File: src/design/dcs_pkg.sv
// ----------------------------------------------------------------------------
// dcs_pkg
// Types, constants and tables shared by the coincidence scaler modules.
// ----------------------------------------------------------------------------
package dcs_pkg;

   localparam int PADS_PER_PLANE = 256;
   localparam int COUNTER_BITS   = 32;
   localparam int NUM_COUNTERS   = 64;
   localparam int GROUP_SIZE     = 8;
   localparam int QUEUE_DEPTH    = 4;

   localparam logic [15:0] WIN_LOW      = 16'd10;
   localparam logic [15:0] WIN_HIGH     = 16'd4080;
   localparam logic [8:0]  PAD_HITS_MAX = 9'd511;
   localparam logic [4:0]  ION_HITS_MAX = 5'd31;
   localparam logic [7:0]  ION_SEGMENTS = 8'd16;
   localparam logic [63:0] READ_MAX     = 64'hFFFF_FFFF;

   localparam logic [7:0] PMT_CHANNEL [8] = '{8'd9, 8'd11, 8'd13, 8'd15,
                                              8'd1, 8'd3, 8'd5, 8'd7};
   localparam logic [7:0] MCP_HIGH_CHANNEL [4] = '{8'd11, 8'd15, 8'd9, 8'd13};
   localparam logic [7:0] MCP_LOW_CHANNEL  [4] = '{8'd3, 8'd7, 8'd1, 8'd5};

   typedef enum logic [1:0] {
      OP_SAMPLE = 2'd0,
      OP_EVENT  = 2'd1,
      OP_READ   = 2'd2,
      OP_CLEAR  = 2'd3
   } op_type;

   typedef enum logic [2:0] {
      SRC_TDC   = 3'd0,
      SRC_QDC   = 3'd1,
      SRC_PAD   = 3'd2,
      SRC_ANODE = 3'd3,
      SRC_ION   = 3'd4
   } source_type;

   typedef enum logic [2:0] {
      REG_TDC_LOWER   = 3'd0,
      REG_TDC_UPPER   = 3'd1,
      REG_QDC_UPPER   = 3'd2,
      REG_PED_HIGH    = 3'd3,
      REG_PED_LOW     = 3'd4,
      REG_PAD_LOWER   = 3'd5,
      REG_PAD_UPPER   = 3'd6,
      REG_ION_MIN     = 3'd7
   } reg_index_type;

   typedef enum logic [1:0] {
      CMD_EVENT = 2'd0,
      CMD_READ  = 2'd1,
      CMD_CLEAR = 2'd2
   } cmd_kind_type;

   typedef struct packed {
      cmd_kind_type kind;
      logic [5:0]   mask;
      logic [7:0]   index;
   } cmd_type;

   typedef struct packed {
      logic    valid;
      cmd_type cmd;
   } cmd_slot_type;

   typedef logic [5:0] subset_table_type [NUM_COUNTERS];

   // Empty set first, then singles, pairs and so on, each group in
   // lexicographic order of detector index.
   function automatic subset_table_type build_subsets();
      subset_table_type t;
      int               idx;
      int               n;
      logic [5:0]       rv;
      logic [5:0]       m;
      idx = 0;
      for (int k = 0; k < NUM_COUNTERS; k++) begin
         t[k] = '0;
      end
      for (int s = 0; s <= 6; s++) begin
         for (int r = 63; r >= 0; r--) begin
            rv = 6'(r);
            n = 0;
            for (int b = 0; b < 6; b++) begin
               n = n + int'(rv[b]);
            end
            if (n == s) begin
               m = '0;
               for (int b = 0; b < 6; b++) begin
                  if (rv[b]) begin
                     m[5 - b] = 1'b1;
                  end
               end
               t[idx] = m;
               idx = idx + 1;
            end
         end
      end
      return t;
   endfunction

   localparam subset_table_type SUBSET_MASKS = build_subsets();

endpackage

File: src/design/dcs_queue.sv
// ----------------------------------------------------------------------------
// dcs_queue
// Short command queue between the event front end and the counter back end.
// ----------------------------------------------------------------------------
module dcs_queue (
   input  logic                  clock,
   input  logic                  reset,
   input  dcs_pkg::cmd_slot_type push,
   output logic                  full,
   output dcs_pkg::cmd_slot_type head,
   input  logic                  pop
);

   localparam int PTR_BITS = $clog2(dcs_pkg::QUEUE_DEPTH);
   localparam int CNT_BITS = $clog2(dcs_pkg::QUEUE_DEPTH + 1);

   dcs_pkg::cmd_type     entries_ff [dcs_pkg::QUEUE_DEPTH];
   logic [PTR_BITS-1:0]  wr_ptr_ff, wr_ptr_in;
   logic [PTR_BITS-1:0]  rd_ptr_ff, rd_ptr_in;
   logic [CNT_BITS-1:0]  count_ff, count_in;
   logic                 do_push;
   logic                 do_pop;

   assign full       = (count_ff == CNT_BITS'(dcs_pkg::QUEUE_DEPTH));
   assign do_push    = push.valid && !full;
   assign do_pop     = pop && (count_ff != '0);
   assign head.valid = (count_ff != '0);
   assign head.cmd   = entries_ff[rd_ptr_ff];

   always_comb begin
      wr_ptr_in = wr_ptr_ff;
      rd_ptr_in = rd_ptr_ff;
      count_in  = count_ff;
      if (do_push) begin
         wr_ptr_in = (wr_ptr_ff == PTR_BITS'(dcs_pkg::QUEUE_DEPTH - 1)) ? '0 :
                     wr_ptr_ff + 1'b1;
      end
      if (do_pop) begin
         rd_ptr_in = (rd_ptr_ff == PTR_BITS'(dcs_pkg::QUEUE_DEPTH - 1)) ? '0 :
                     rd_ptr_ff + 1'b1;
      end
      if (do_push && !do_pop) begin
         count_in = count_ff + 1'b1;
      end else if (do_pop && !do_push) begin
         count_in = count_ff - 1'b1;
      end
   end

   always_ff @(posedge clock) begin
      if (reset) begin
         wr_ptr_ff <= '0;
         rd_ptr_ff <= '0;
         count_ff  <= '0;
      end else begin
         wr_ptr_ff <= wr_ptr_in;
         rd_ptr_ff <= rd_ptr_in;
         count_ff  <= count_in;
      end
   end

   always_ff @(posedge clock) begin
      if (do_push) begin
         entries_ff[wr_ptr_ff] <= push.cmd;
      end
   end

endmodule

File: config.mk
export PLATFORM = sky130hd
export DESIGN_NAME = dcs_queue
export DESIGN_NICKNAME = d
export VERILOG_FILES = /design/src/design/dcs_pkg.sv /design/src/design/dcs_queue.sv
export SDC_FILE = /design/constraint.sdc
export NUM_CORES = 1
export LEC_CHECK = 0
export CAP_MARGIN = 20
export CELL_PAD_IN_SITES_DETAIL_PLACEMENT = 0
export CELL_PAD_IN_SITES_GLOBAL_PLACEMENT = 1
export CORE_MARGIN = 2
export CORE_UTILIZATION = 45
export CTS_BUF_LIST = sky130_fd_sc_hd__clkbuf_8
export DETAILED_ROUTE_END_ITERATION = 16
export DONT_BUFFER_PORTS = 1
export PLACE_DENSITY = 0.65
export SLEW_MARGIN = 20
export SYNTH_ARGS = -nofsm -noshare
export SYNTH_HDL_FRONTEND = slang
export SYNTH_SLANG_ARGS = --single-unit
export TNS_END_PERCENT = 1
File: constraint.sdc
create_clock -name clock -period 2.3 [get_ports clock]
set_input_delay 0.345 -clock clock [delete_from_list [all_inputs] [get_ports clock]]
set_output_delay 0.345 -clock clock [all_outputs]
set_load 0.005 [all_outputs]
# Word-level counts from Yosys, hierarchy flattened

Memories as Yosys holds them, arrays and structs flattened. A register that Yosys moved wholly into a read port is not among the register bits.
Index checks and enable logic that the tools add are counted.
W data, S select, Z words.

$add $sub $neg: 4
Multiply operators: 0
Div/mod/pow operators: 0
Order comparisons: 0
Eq/ne operators: 3
Shift-type cells: 0
Multiplexer cells: 8
Bitwise gates (word level): 0
Reduce and logical (&&, ||, !) cells: 9

Operator list:

| cell                  | count |
|---|---|
| $mux W2               | 4 |
| $mux W3               | 2 |
| $add A2 B1 Y2 const B | 2 |
| $eq A2 B2 Y1 const B  | 2 |
| $logic_and A1 B1 Y1   | 4 |
| $add A3 B1 Y3 const B | 1 |
| $eq A3 B3 Y1 const B  | 1 |
| $logic_not A1 Y1      | 3 |
| $reduce_bool A3 Y1    | 1 |
| $sub A3 B1 Y3 const B | 1 |
| $mux W1               | 2 |
| $reduce_bool A2 Y1    | 1 |

Flip-flop bits (word level): 7
Bits in latches: 0
Memory bits (writable): 64
Memory bits (read-only): 0
Word-level logic and storage cells: 28
Memories: 1

Memories:

| name       | depth | width | read ports | clocked after Yosys merged registers in | write ports | line            | RTL |
|---|---|---|---|---|---|---|---|
| entries_ff | 4     | 16    | 1          | 1                                       | 1           | dcs_queue.sv:17 | `dcs_pkg::cmd_type entries_ff [dcs_pkg::QUEUE_DEPTH];` |

# Longest topological paths before layout

Gate-level depths: netlist of the first run.

Depth after elaboration: 7
Mapped depth: 10
Mapped depth without buffers: 9

# Worst setup path before layout of the first run

No wires, ideal clock.

Path type: register to register
From: register count_ff[0]
To: register count_ff[2]
Setup time: 70 ps
Arrival time: 1983 ps
Data required time: 2230 ps
Path slack: 246 ps
Cell stages (with the launch flop): 11
Buffers on the path: 1
Clock period less this slack: 2054 ps
Cells stage by stage: dfxtp_1 -> or3b_1 -> buf_6 -> clkinv_8 -> nor2_4 -> ha_1 -> inv_1 -> fa_1 -> xor2_1 -> or3_1 -> a21oi_1

Cells in the longest elaborated chain, start to end: 6
Elaborated cells on any way between the ends: 14
Those cells by class: add/sub: 2; eq/ne: 1; mux: 2; reduce/logical: 9

Ends and longest elaborated chain:

| what                                | line            | RTL |
|---|---|---|
| start, declared                     | dcs_queue.sv:20 | `logic [CNT_BITS-1:0] count_ff, count_in;` |
| start signal, assigned              | dcs_queue.sv:57 | `count_ff <= count_in;` |
| $eq A3 B3 Y1 *                      | dcs_queue.sv:24 | `assign full = (count_ff == CNT_BITS'(dcs_pkg::QUEUE_DEPTH));` |
| via full                            | dcs_queue.sv:9  | `output logic full,` |
| $logic_not A1 Y1 *                  | dcs_queue.sv:25 | `assign do_push = push.valid && !full;` |
| $logic_and A1 B1 Y1 *               | dcs_queue.sv:25 |  |
| via do_push                         | dcs_queue.sv:21 | `logic do_push;` |
| $logic_not A1 Y1                    | dcs_queue.sv:44 | `end else if (do_pop && !do_push) begin` |
| $logic_and A1 B1 Y1                 | dcs_queue.sv:44 |  |
| $reduce_bool A2 Y1 (no source line) | n/a             |  |

Mark *: on every way through the listed nets, which the timed path passes. The rest lies on a longest branch. The select of a mux whose other input is x is not followed.
A chain may end at the register's enable or synchronous reset.

# Worst setup path in the final report of the first run

From: register count_ff[2]
To: register count_ff[2]

Same word-level chain as after synthesis.

==> results_dict.tcl, run 1 <==
set metrics [dict create \
    status "finished clean" \
    drive_gt1_frac 0.274 \
    initial_utilization 0.472 \
    cp-start-kind "flip-flop" \
    met2_usage 0.220 \
    io_pins 38 \
    synth_top_area_frac 0.680 \
    grt-ovfl-total 0 \
    setup_violations 0 \
    drtIter0Drc 49 \
    crit_arrival_ns 2.42 \
    syn-cell-area_sq_mm 0.00283 \
    syn_to_final_growth_pct 10.3 \
    grt_antenna_before_repair 0 \
    track_usage 0.134 \
    grt_setup_unrepaired "no" \
    nets 169 \
    insertion_delay_ns 0.33 \
    drt_first_pass_iters 4 \
    grt_pass1_vias 1360 \
    antenna_left 0 \
    required_ns 2.56 \
    h-tree-depth 3 \
    die_area_sq_mm 0.00693 \
    gp_congestion 0.732 \
    min_to "wr_ptr_ff[1]" \
    via_per_inst 5.49 \
    rows 28 \
    power.density_mw_per_mm2 1060 \
    cts_hold_buf 0 \
    min_path_type "in2reg" \
    cap_violations 0 \
    fmax_ghz 0.462 \
    timing.rr.start "count_ff[2]" \
    wl_per_cell_microns 19.5 \
    hold_viol 0 \
    internal_power_uw 2510 \
    slew_headroom 0.412 \
    power_frac_seq 0.508 \
    ir_worst_vdd_mv 0.582 \
    reg2regPathDepth 9 \
    reg2reg_to "count_ff[2]" \
    postSynthCellCount 134 \
    cts_tree "built" \
    post-route-min-period_ns 2.16 \
    criticalPathCategory "reg2reg" \
    use_met1 0.143 \
    portBuffers 0 \
    core_area_sq_mm 0.00599 \
    worstSetupEndpointType "flip-flop" \
    finClkSkew_ns 0.00740 \
    slew_violations 0 \
    cts_buffers 9 \
    final_util 0.521 \
    route.detailed.drc 0 \
    num_antenna_cells 0 \
    power_leakage_uw 0.00103 \
    ys_types 27 \
    cts_setup_buffers 0 \
    yosysTopAreaCell "edfxtp_1" \
    final-instance-count-excl-fill 221 \
    syn_nets 161 \
    wirelength_microns 4310 \
    cts.clk_slew.worst_paths_ns 0.07 \
    holdPathStages 1 \
    n_fill_cell 458 \
    hold_path.startpoint "reset" \
    clockPowerShare 0.302 \
    syn_area_per_cell_sq_um 21.1 \
    period_share 0.940 \
    root_buffer "clkbuf_8" \
    clock_sinks 73 \
    switching_power_uw 806 \
    synth_warnings 0 \
    dr_total_vias 1214 \
    clk_path_buf_depth 2 \
    dp_cells 206 \
    use_met3 0.0517 \
    die_w_microns 83.3 \
    ys_seq_elements 73 \
    grt-busiest-layer "met2" \
    ys_seq_area_frac 0.743 \
    grt_max_degree 17 \
    r2r_slack_ns 0.14 \
    critPathMaxFanout 5 \
    netSwitchingFraction 0.243 \
    synth.area.top_cells "edfxtp_1 (68%), mux4_2 (13%), dfxtp_1 (6.4%)" \
    die_y_microns 83.3 \
    combPwrFrac 0.190 \
    grt_pass1_wl_microns 6730 \
    worstMarginPinSlew_ns 0.882 \
]
## registers in the layout (all words and copies together) (netlist names), named ones only
name	cells
wr_ptr_ff	2
entries_ff	64
rd_ptr_ff	2
count_ff	3
## synthesized netlist by cell type, drive strengths merged
cell type	instances
a21oi	3
and3	4
buf	5
bufinv	1
clkbuf	1
clkinv	1
dfxtp	9
edfxtp	64
fa	1
ha	6
inv	3
mux2i	2
mux4	16
nand2	1
nand3	2
nor2	4
nor3	1
o21ai	2
o31ai	2
or3	3
or3b	1
xor2	2
## layout by cell type (no fill, tap or decap), types with 3 or more instances in the layout
cell type / synthesis / layout
and3_1: 4 / 4
buf_4: 0 / 3
clkbuf_8: 0 / 9
clkinv_1: 0 / 3
dfxtp_1: 9 / 7
edfxtp_1: 64 / 64
ha_1: 6 / 5
inv_1: 3 / 4
mux4_2: 16 / 16
nor2_1: 3 / 3
or3_1: 3 / 3
## power by group through the flow
stage          Combinational [uW]  Sequential [uW]  Clock [uW]
2_1_floorplan                 530             1680           0
3_3_place_gp                  616             1690           0
3_5_place_dp                  637             1700           0
4_1_cts                       644             1680        1030
5_1_grt                       701             1700        1070
6_report                      631             1680        1000
## through the flow
stage / TNS, ns / hold WS (ns) / power [uW] / setup WS (ns) / instance area, sq um
floorplan: 0 / 0.444 / 2210 / 0.246 / 2830
global route: 0 / 0.0533 / 3480 / 0.00577 / 3120
detailed placement: -0.0189 / 0.409 / 2340 / -0.0189 / 2900
CTS: 0 / 0.0457 / 3350 / 0.0752 / 3110
global placement: 0 / 0.410 / 2310 / 0.164 / 2900
finish: 0 / 0.0715 / 3320 / 0.137 / 3120
## cell type report
| class | count | area (sq um) | area share |
|---|---|---|---|
| clock buffers | 9 | 124 | 0.0397 |
| repair buffers | 3 | 22.5 | 0.00722 |
| multi-input cells | 50 | 654 | 0.210 |
| clock inverters | 6 | 75.1 | 0.0241 |
| well taps | 75 | 93.8 | 0.0301 |
| inverters | 5 | 45.0 | 0.0144 |
| flip-flops and latches | 73 | 2100 | 0.675 |
## worst max-delay path by stage
| stage | start | to | slack [ns] | cells after the start |
|---|---|---|---|---|
| after floorplan | count_ff[0] | count_ff[2] | 0.25 | 10 |
| after global placement | count_ff[0] | count_ff[2] | 0.16 | 9 |
| after detailed placement | count_ff[0] | count_ff[2] | -0.02 | 9 |
| after CTS | count_ff[1] | count_ff[2] | 0.08 | 7 |
| after global routing | count_ff[2] | count_ff[2] | 0.006 | 9 |
| final | count_ff[2] | count_ff[2] | 0.14 | 9 |
## worst max-delay path, stage by stage (launching register included)
cell and delay (ns):
dfxtp_1 0.36, or3b_4 0.30, clkinv_8 0.06, nor2_4 0.10, ha_2 0.21, inv_1 0.06, fa_1 0.38, xor2_1 0.18
or3_1 0.30, a21oi_1 0.14
## repair_timing
action	in CTS	in global routing
gates resized for setup	1	4
endpoints found under the hold margin	0	0
endpoints found under the setup margin	1	1
## routing by layer
layer	vias to the layer above	share of wire
li1	547	-
met1	622	0.39
met2	35	0.51
met3	10	0.075
met4	0	0.026
met5	-	0
## logic make-up (layout without fill, tap and decap cells)
logic type,count (synthesis),in the layout,synth area share
and+or+nand+nor,16,16,0.0332
xor gates and xnor gates,2,2,0.00620
DFF,73,73,0.743
AOI/OAI and AO/OA,7,7,0.0190
buffers and inverters,11,23,0.0301
adders and majority gates,7,7,0.0336
muxes,18,18,0.135
Note: power is estimated with default switching activity, not from simulation.
==> run 2: changes to the inputs <==
--- a/config.mk
+++ b/config.mk
@@ -8,6 +8,7 @@
 export CAP_MARGIN = 20
 export CELL_PAD_IN_SITES_DETAIL_PLACEMENT = 0
 export CELL_PAD_IN_SITES_GLOBAL_PLACEMENT = 1
+export CORE_ASPECT_RATIO = 0.8
 export CORE_MARGIN = 2
 export CORE_UTILIZATION = 45
 export CTS_BUF_LIST = sky130_fd_sc_hd__clkbuf_8
==> run 2 against run 1 <==
  * First-iteration DRC count rose by 73%
  * Critical path depth did not move
  * Die area barely moved
  * Critical endpoint unchanged
  * Cell area fell by 0.24%
  * Flip-flop and latch count did not move
  * Worst hold slack got worse by 0.0027 ns
  * Via count rose by 0.16%
==> results_dict.tcl, run 2 (same netlist as run 1, synthesis figures left out) <==
set metrics [dict create \
    drtIter0Drc 85 \
    met2_usage 0.238 \
    fmax_ghz 0.460 \
    root_buffer "clkbuf_8" \
    drive_gt1_frac 0.279 \
    syn_to_final_growth_pct 10.0 \
    internal_power_uw 2410 \
    required_ns 2.57 \
    drt_first_pass_iters 4 \
    cp-start-kind "flip-flop" \
    cts_tree "built" \
    io_pins 38 \
    dr_total_vias 1216 \
    setup_violations 0 \
    worstSetupEndpointType "flip-flop" \
    grt_pass1_vias 1301 \
    power_frac_seq 0.520 \
    final_cell_mix "edfxtp_1 (64), mux4_2 (16), clkbuf_8 (9), dfxtp_1 (7), ha_1 (6)" \
    critPathMaxFanout 5 \
    grt-ovfl-total 0 \
    clockPowerShare 0.284 \
    slew_violations 0 \
    cts_buffers 9 \
    wl_per_cell_microns 19.1 \
    power_leakage_uw 0.00103 \
    initial_utilization 0.471 \
    rows 25 \
    use_met1 0.146 \
    insertion_delay_ns 0.33 \
    setup_ws_ns 0.125 \
    cap_violations 0 \
    num_antenna_cells 0 \
    route.detailed.drc 0 \
    criticalPathCategory "reg2reg" \
    grt_pass1_wl_microns 6610 \
    grt_antenna_before_repair 0 \
    cts.clk_slew.worst_paths_ns 0.07 \
    use_met3 0.0761 \
    nets 169 \
    regMostFlops "entries_ff" \
    track_usage 0.136 \
    pre_cts_ws_ns 0.0314 \
    min_path_type "in2reg" \
    power.density_mw_per_mm2 1040 \
    clk_path_buf_depth 2 \
    post-route-min-period_ns 2.18 \
    wirelength_microns 4350 \
    die_w_microns 92.6 \
    ir_worst_vdd_mv 0.389 \
    core_area_sq_mm 0.00601 \
    period_share 0.946 \
    top_regs "entries_ff (64), count_ff (3)" \
    die_y_microns 74.9 \
    clock_sinks 73 \
    cts_hold_buf 0 \
    cts_setup_buffers 0 \
    layout_commonest_cell "edfxtp_1" \
    finClkSkew_ns 0.00825 \
    combPwrFrac 0.196 \
    via_per_inst 5.33 \
    grt-busiest-layer "met2" \
    grt_max_degree 17 \
    portBuffers 0 \
    hold_viol 0 \
    crit_arrival_ns 2.44 \
    tns_ns 0 \
    switching_power_uw 834 \
    antenna_left 0 \
    status "finished clean" \
    gp_congestion 0.736 \
    netSwitchingFraction 0.257 \
    slew_headroom 0.420 \
    h-tree-depth 3 \
    die_area_sq_mm 0.00694 \
    worstMarginPinSlew_ns 0.871 \
    largest_register_ffs 64 \
    n_fill_cell 499 \
    grt_setup_unrepaired "no" \
    whs_ns 0.0688 \
]
[run 2: worst paths after layout]
kind / from / slack, ns / endpoint / depth (start not counted)
max reg2reg: count_ff[2] / 0.12 / count_ff[2] / 9
min reg2reg: rd_ptr_ff[0] / 0.51 / rd_ptr_ff[0] / 2
min: reset / 0.07 / wr_ptr_ff[1] / 1
max: count_ff[2] / 0.12 / count_ff[2] / 9
[run 2: area by class of cell]
cell class / count / area, sq um / share of cell area
Timing Repair Buffer: 3 / 22.5 / 0.00724
Clock inverter: 7 / 62.6 / 0.0201
Inverter: 5 / 45.0 / 0.0145
Sequential cell: 73 / 2100 / 0.676
Clock buffer: 9 / 124 / 0.0398
Multi-Input combinational cell: 50 / 652 / 0.209
Tap cell: 81 / 101 / 0.0326
[run 2: power by group through the flow]
stage	combinational (uW)	clock (uW)	sequential (uW)
6_report	634	921	1690
5_1_grt	702	998	1700
4_1_cts	651	949	1680
3_5_place_dp	647	0	1700
3_3_place_gp	623	0	1690
2_1_floorplan	530	0	1680
[run 2: repair_timing]
item / 4_1_cts / 5_1_grt
endpoints found under the setup margin: 1 / 1
pin swaps: 0 / 0
resized for setup: 1 / 3
[run 2: per-layer routing]
layer,share of wire,up-vias
met5,0,-
met4,0.011,0
met3,0.073,5
met2,0.52,35
met1,0.40,627
li1,-,549
[run 2: worst max-delay path, cell delays in order (launching register included)]
cell	delay, ns
dfxtp_1	0.36
or3b_4	0.29
clkinv_8	0.06
nor2_4	0.09
ha_1	0.19
inv_1	0.08
fa_1	0.40
xor2_1	0.19
or3_1	0.31
a21oi_1	0.14
[run 2: through the flow]
| step | std cells | area (sq um) | power (uW) | util |
|---|---|---|---|---|
| after floorplan | 134 | 2830 | 2210 | - |
| after global placement | 212 | 2910 | 2320 | 0.485 |
| after detailed placement | 212 | 2910 | 2350 | 0.485 |
| after CTS | 228 | 3100 | 3280 | 0.516 |
| after global routing | 228 | 3110 | 3400 | 0.518 |
| final | 228 | 3110 | 3240 | 0.518 |
==> run 3: changes to the inputs <==
--- a/config.mk
+++ b/config.mk
@@ -14,6 +14,7 @@
 export CTS_BUF_LIST = sky130_fd_sc_hd__clkbuf_8
 export DETAILED_ROUTE_END_ITERATION = 16
 export DONT_BUFFER_PORTS = 1
+export GPL_TIMING_DRIVEN = 0
 export PLACE_DENSITY = 0.65
 export SLEW_MARGIN = 20
 export SYNTH_ARGS = -nofsm -noshare
==> run 3 against run 2 <==
  * Non-clock buffer count up 3
  * Critical path depth rose by 1
  * Critical endpoint unchanged
  * Highest routed layer unchanged
  * Largest cell class unchanged
  * Cell count is 1.3% higher
==> results_dict.tcl, run 3 (same netlist as run 1, synthesis figures left out) <==
set metrics [dict create \
    status "finished clean" \
    hold_path.startpoint "push[6]" \
    finClkSkew_ns 0.00784 \
    initial_utilization 0.471 \
    drive_gt1_frac 0.300 \
    slowest_stage "fa_1" \
    largest_register_ffs 64 \
    gp_congestion 0.618 \
    die_y_microns 74.9 \
    n_fill_cell 492 \
    min_to "entries_ff[1][6]" \
    grt_pass1_vias 1278 \
    clk_path_buf_depth 2 \
    drtIter0Drc 99 \
    hold_viol 0 \
    insertion_delay_ns 0.34 \
    wirelength_microns 4390 \
    tns_ns 0 \
    timing.rr.start "count_ff[2]" \
    grt_setup_unrepaired "no" \
    fmax_ghz 0.471 \
    power_leakage_uw 0.00104 \
    nets 172 \
    crit_arrival_ns 2.39 \
    drt_first_pass_iters 4 \
    reg2regPathDepth 10 \
    track_usage 0.145 \
    root_buffer "clkbuf_8" \
    wl_per_cell_microns 19.0 \
    core_area_sq_mm 0.00601 \
    portBuffers 0 \
    cts_tree "built" \
    regMostFlops "entries_ff" \
    grt_antenna_before_repair 0 \
    holdPathStages 0 \
    crit_path_max_incr_delay_ns 0.37 \
    ir_worst_vdd_mv 0.572 \
    setup_violations 0 \
    criticalPathCategory "reg2reg" \
    power_frac_seq 0.513 \
    worstPathCellList "or3b_1, buf_6, clkinv_8, nor2_4, ha_2, inv_1, fa_1, xor2_1, or3_1, a21oi_1" \
    dr_total_vias 1230 \
    die_w_microns 92.6 \
    slew_headroom 0.402 \
    whs_ns 0.0916 \
    crit_buf_inv 3 \
    internal_power_uw 2430 \
    switching_power_uw 862 \
    critPathMaxFanout 7 \
    cp-start-kind "flip-flop" \
    register_area_sq_mm 0.00211 \
    required_ns 2.57 \
    cts_buffers 9 \
    via_per_inst 5.32 \
    rows 25 \
    final_cell_mix "edfxtp_1 (64), mux4_2 (16), clkbuf_8 (9), dfxtp_1 (6), ha_1 (5)" \
    reg2reg_to "count_ff[2]" \
    clockPowerShare 0.292 \
    syn_to_final_growth_pct 11.2 \
    layout_commonest_cell "edfxtp_1" \
    slew_violations 0 \
    netSwitchingFraction 0.262 \
    grt_pass1_wl_microns 6870 \
    worstSetupEndpointType "flip-flop" \
    post-route-min-period_ns 2.12 \
    crit_family "simple AND/OR/NAND/NOR gates" \
    combPwrFrac 0.196 \
    route.detailed.drc 0 \
    r2r_slack_ns 0.18 \
    antenna_left 0 \
    place_hpwl_microns 2860 \
    period_share 0.924 \
    cts_hold_buf 0 \
    clock_sinks 73 \
    multi_input_area_sq_um 652 \
    cap_violations 0 \
    top_regs "entries_ff (64), count_ff (3)" \
    power.density_mw_per_mm2 1050 \
    h-tree-depth 3 \
    grt_max_degree 17 \
    worstMarginPinSlew_ns 0.897 \
    num_antenna_cells 0 \
    cts.clk_slew.worst_paths_ns 0.08 \
    die_area_sq_mm 0.00694 \
    grt-ovfl-total 0 \
    io_pins 38 \
    min_path_type "in2reg" \
]
## run 3: cell count changes in the layout (fill, tap and decap cells not counted), moves of 2 or more
cell and delta:
buf_2 +2, buf_4 -3, buf_6 +2, clkinv_1 -2
dfxtp_4 +2
## run 3: metal layers
layer,GRT usage,wire length [microns],vias up
met1,0.160,1720,634
met5,0,0,-
met4,0.0441,54,0
li1,-,-,554
met2,0.241,2310,36
met3,0.0861,307,6
## run 3: worst max-delay path by stage
stage / startpoint / end / slack (ns) / cells after the start
final: count_ff[2] / count_ff[2] / 0.18 / 10
after global routing: count_ff[0] / count_ff[2] / 0.0001 / 10
after CTS: count_ff[0] / count_ff[2] / 0.06 / 10
after detailed placement: count_ff[0] / count_ff[2] / 0.08 / 10
after global placement: count_ff[0] / count_ff[2] / 0.16 / 10
after floorplan: count_ff[0] / count_ff[2] / 0.25 / 10
## run 3: per-stage QoR
stage               std cells  instance area, sq um  utilization  total power [uW]  setup WS [ns]
CTS                       231                  3120        0.520              3330         0.0609
global placement          215                  2930        0.488              2320          0.157
detailed placement        215                  2930        0.488              2370         0.0830
global route              231                  3140        0.524              3480       0.000129
finish                    231                  3140        0.524              3290          0.176
floorplan                 134                  2830            -              2210          0.246
## run 3: final cells by class
type | count | share of cell area
Sequential cell | 73 | 0.671
Clock inverter | 7 | 0.0227
Clock buffer | 9 | 0.0394
Inverter | 5 | 0.0143
Buffer | 6 | 0.0127
Tap cell | 81 | 0.0322
Multi-Input combinational cell | 50 | 0.207
## run 3: power by group through the flow
stage          clock (uW)  sequential [uW]  combinational, uW
6_report              960             1690                645
5_1_grt              1050             1710                722
4_1_cts               987             1680                662
3_5_place_dp            0             1710                661
3_3_place_gp            0             1690                630
2_1_floorplan           0             1680                530
## run 3: timing repair
item	4_1_cts	5_1_grt
gates resized for setup	0	7
endpoints found under the setup margin	0	1
setup buffers	0	0
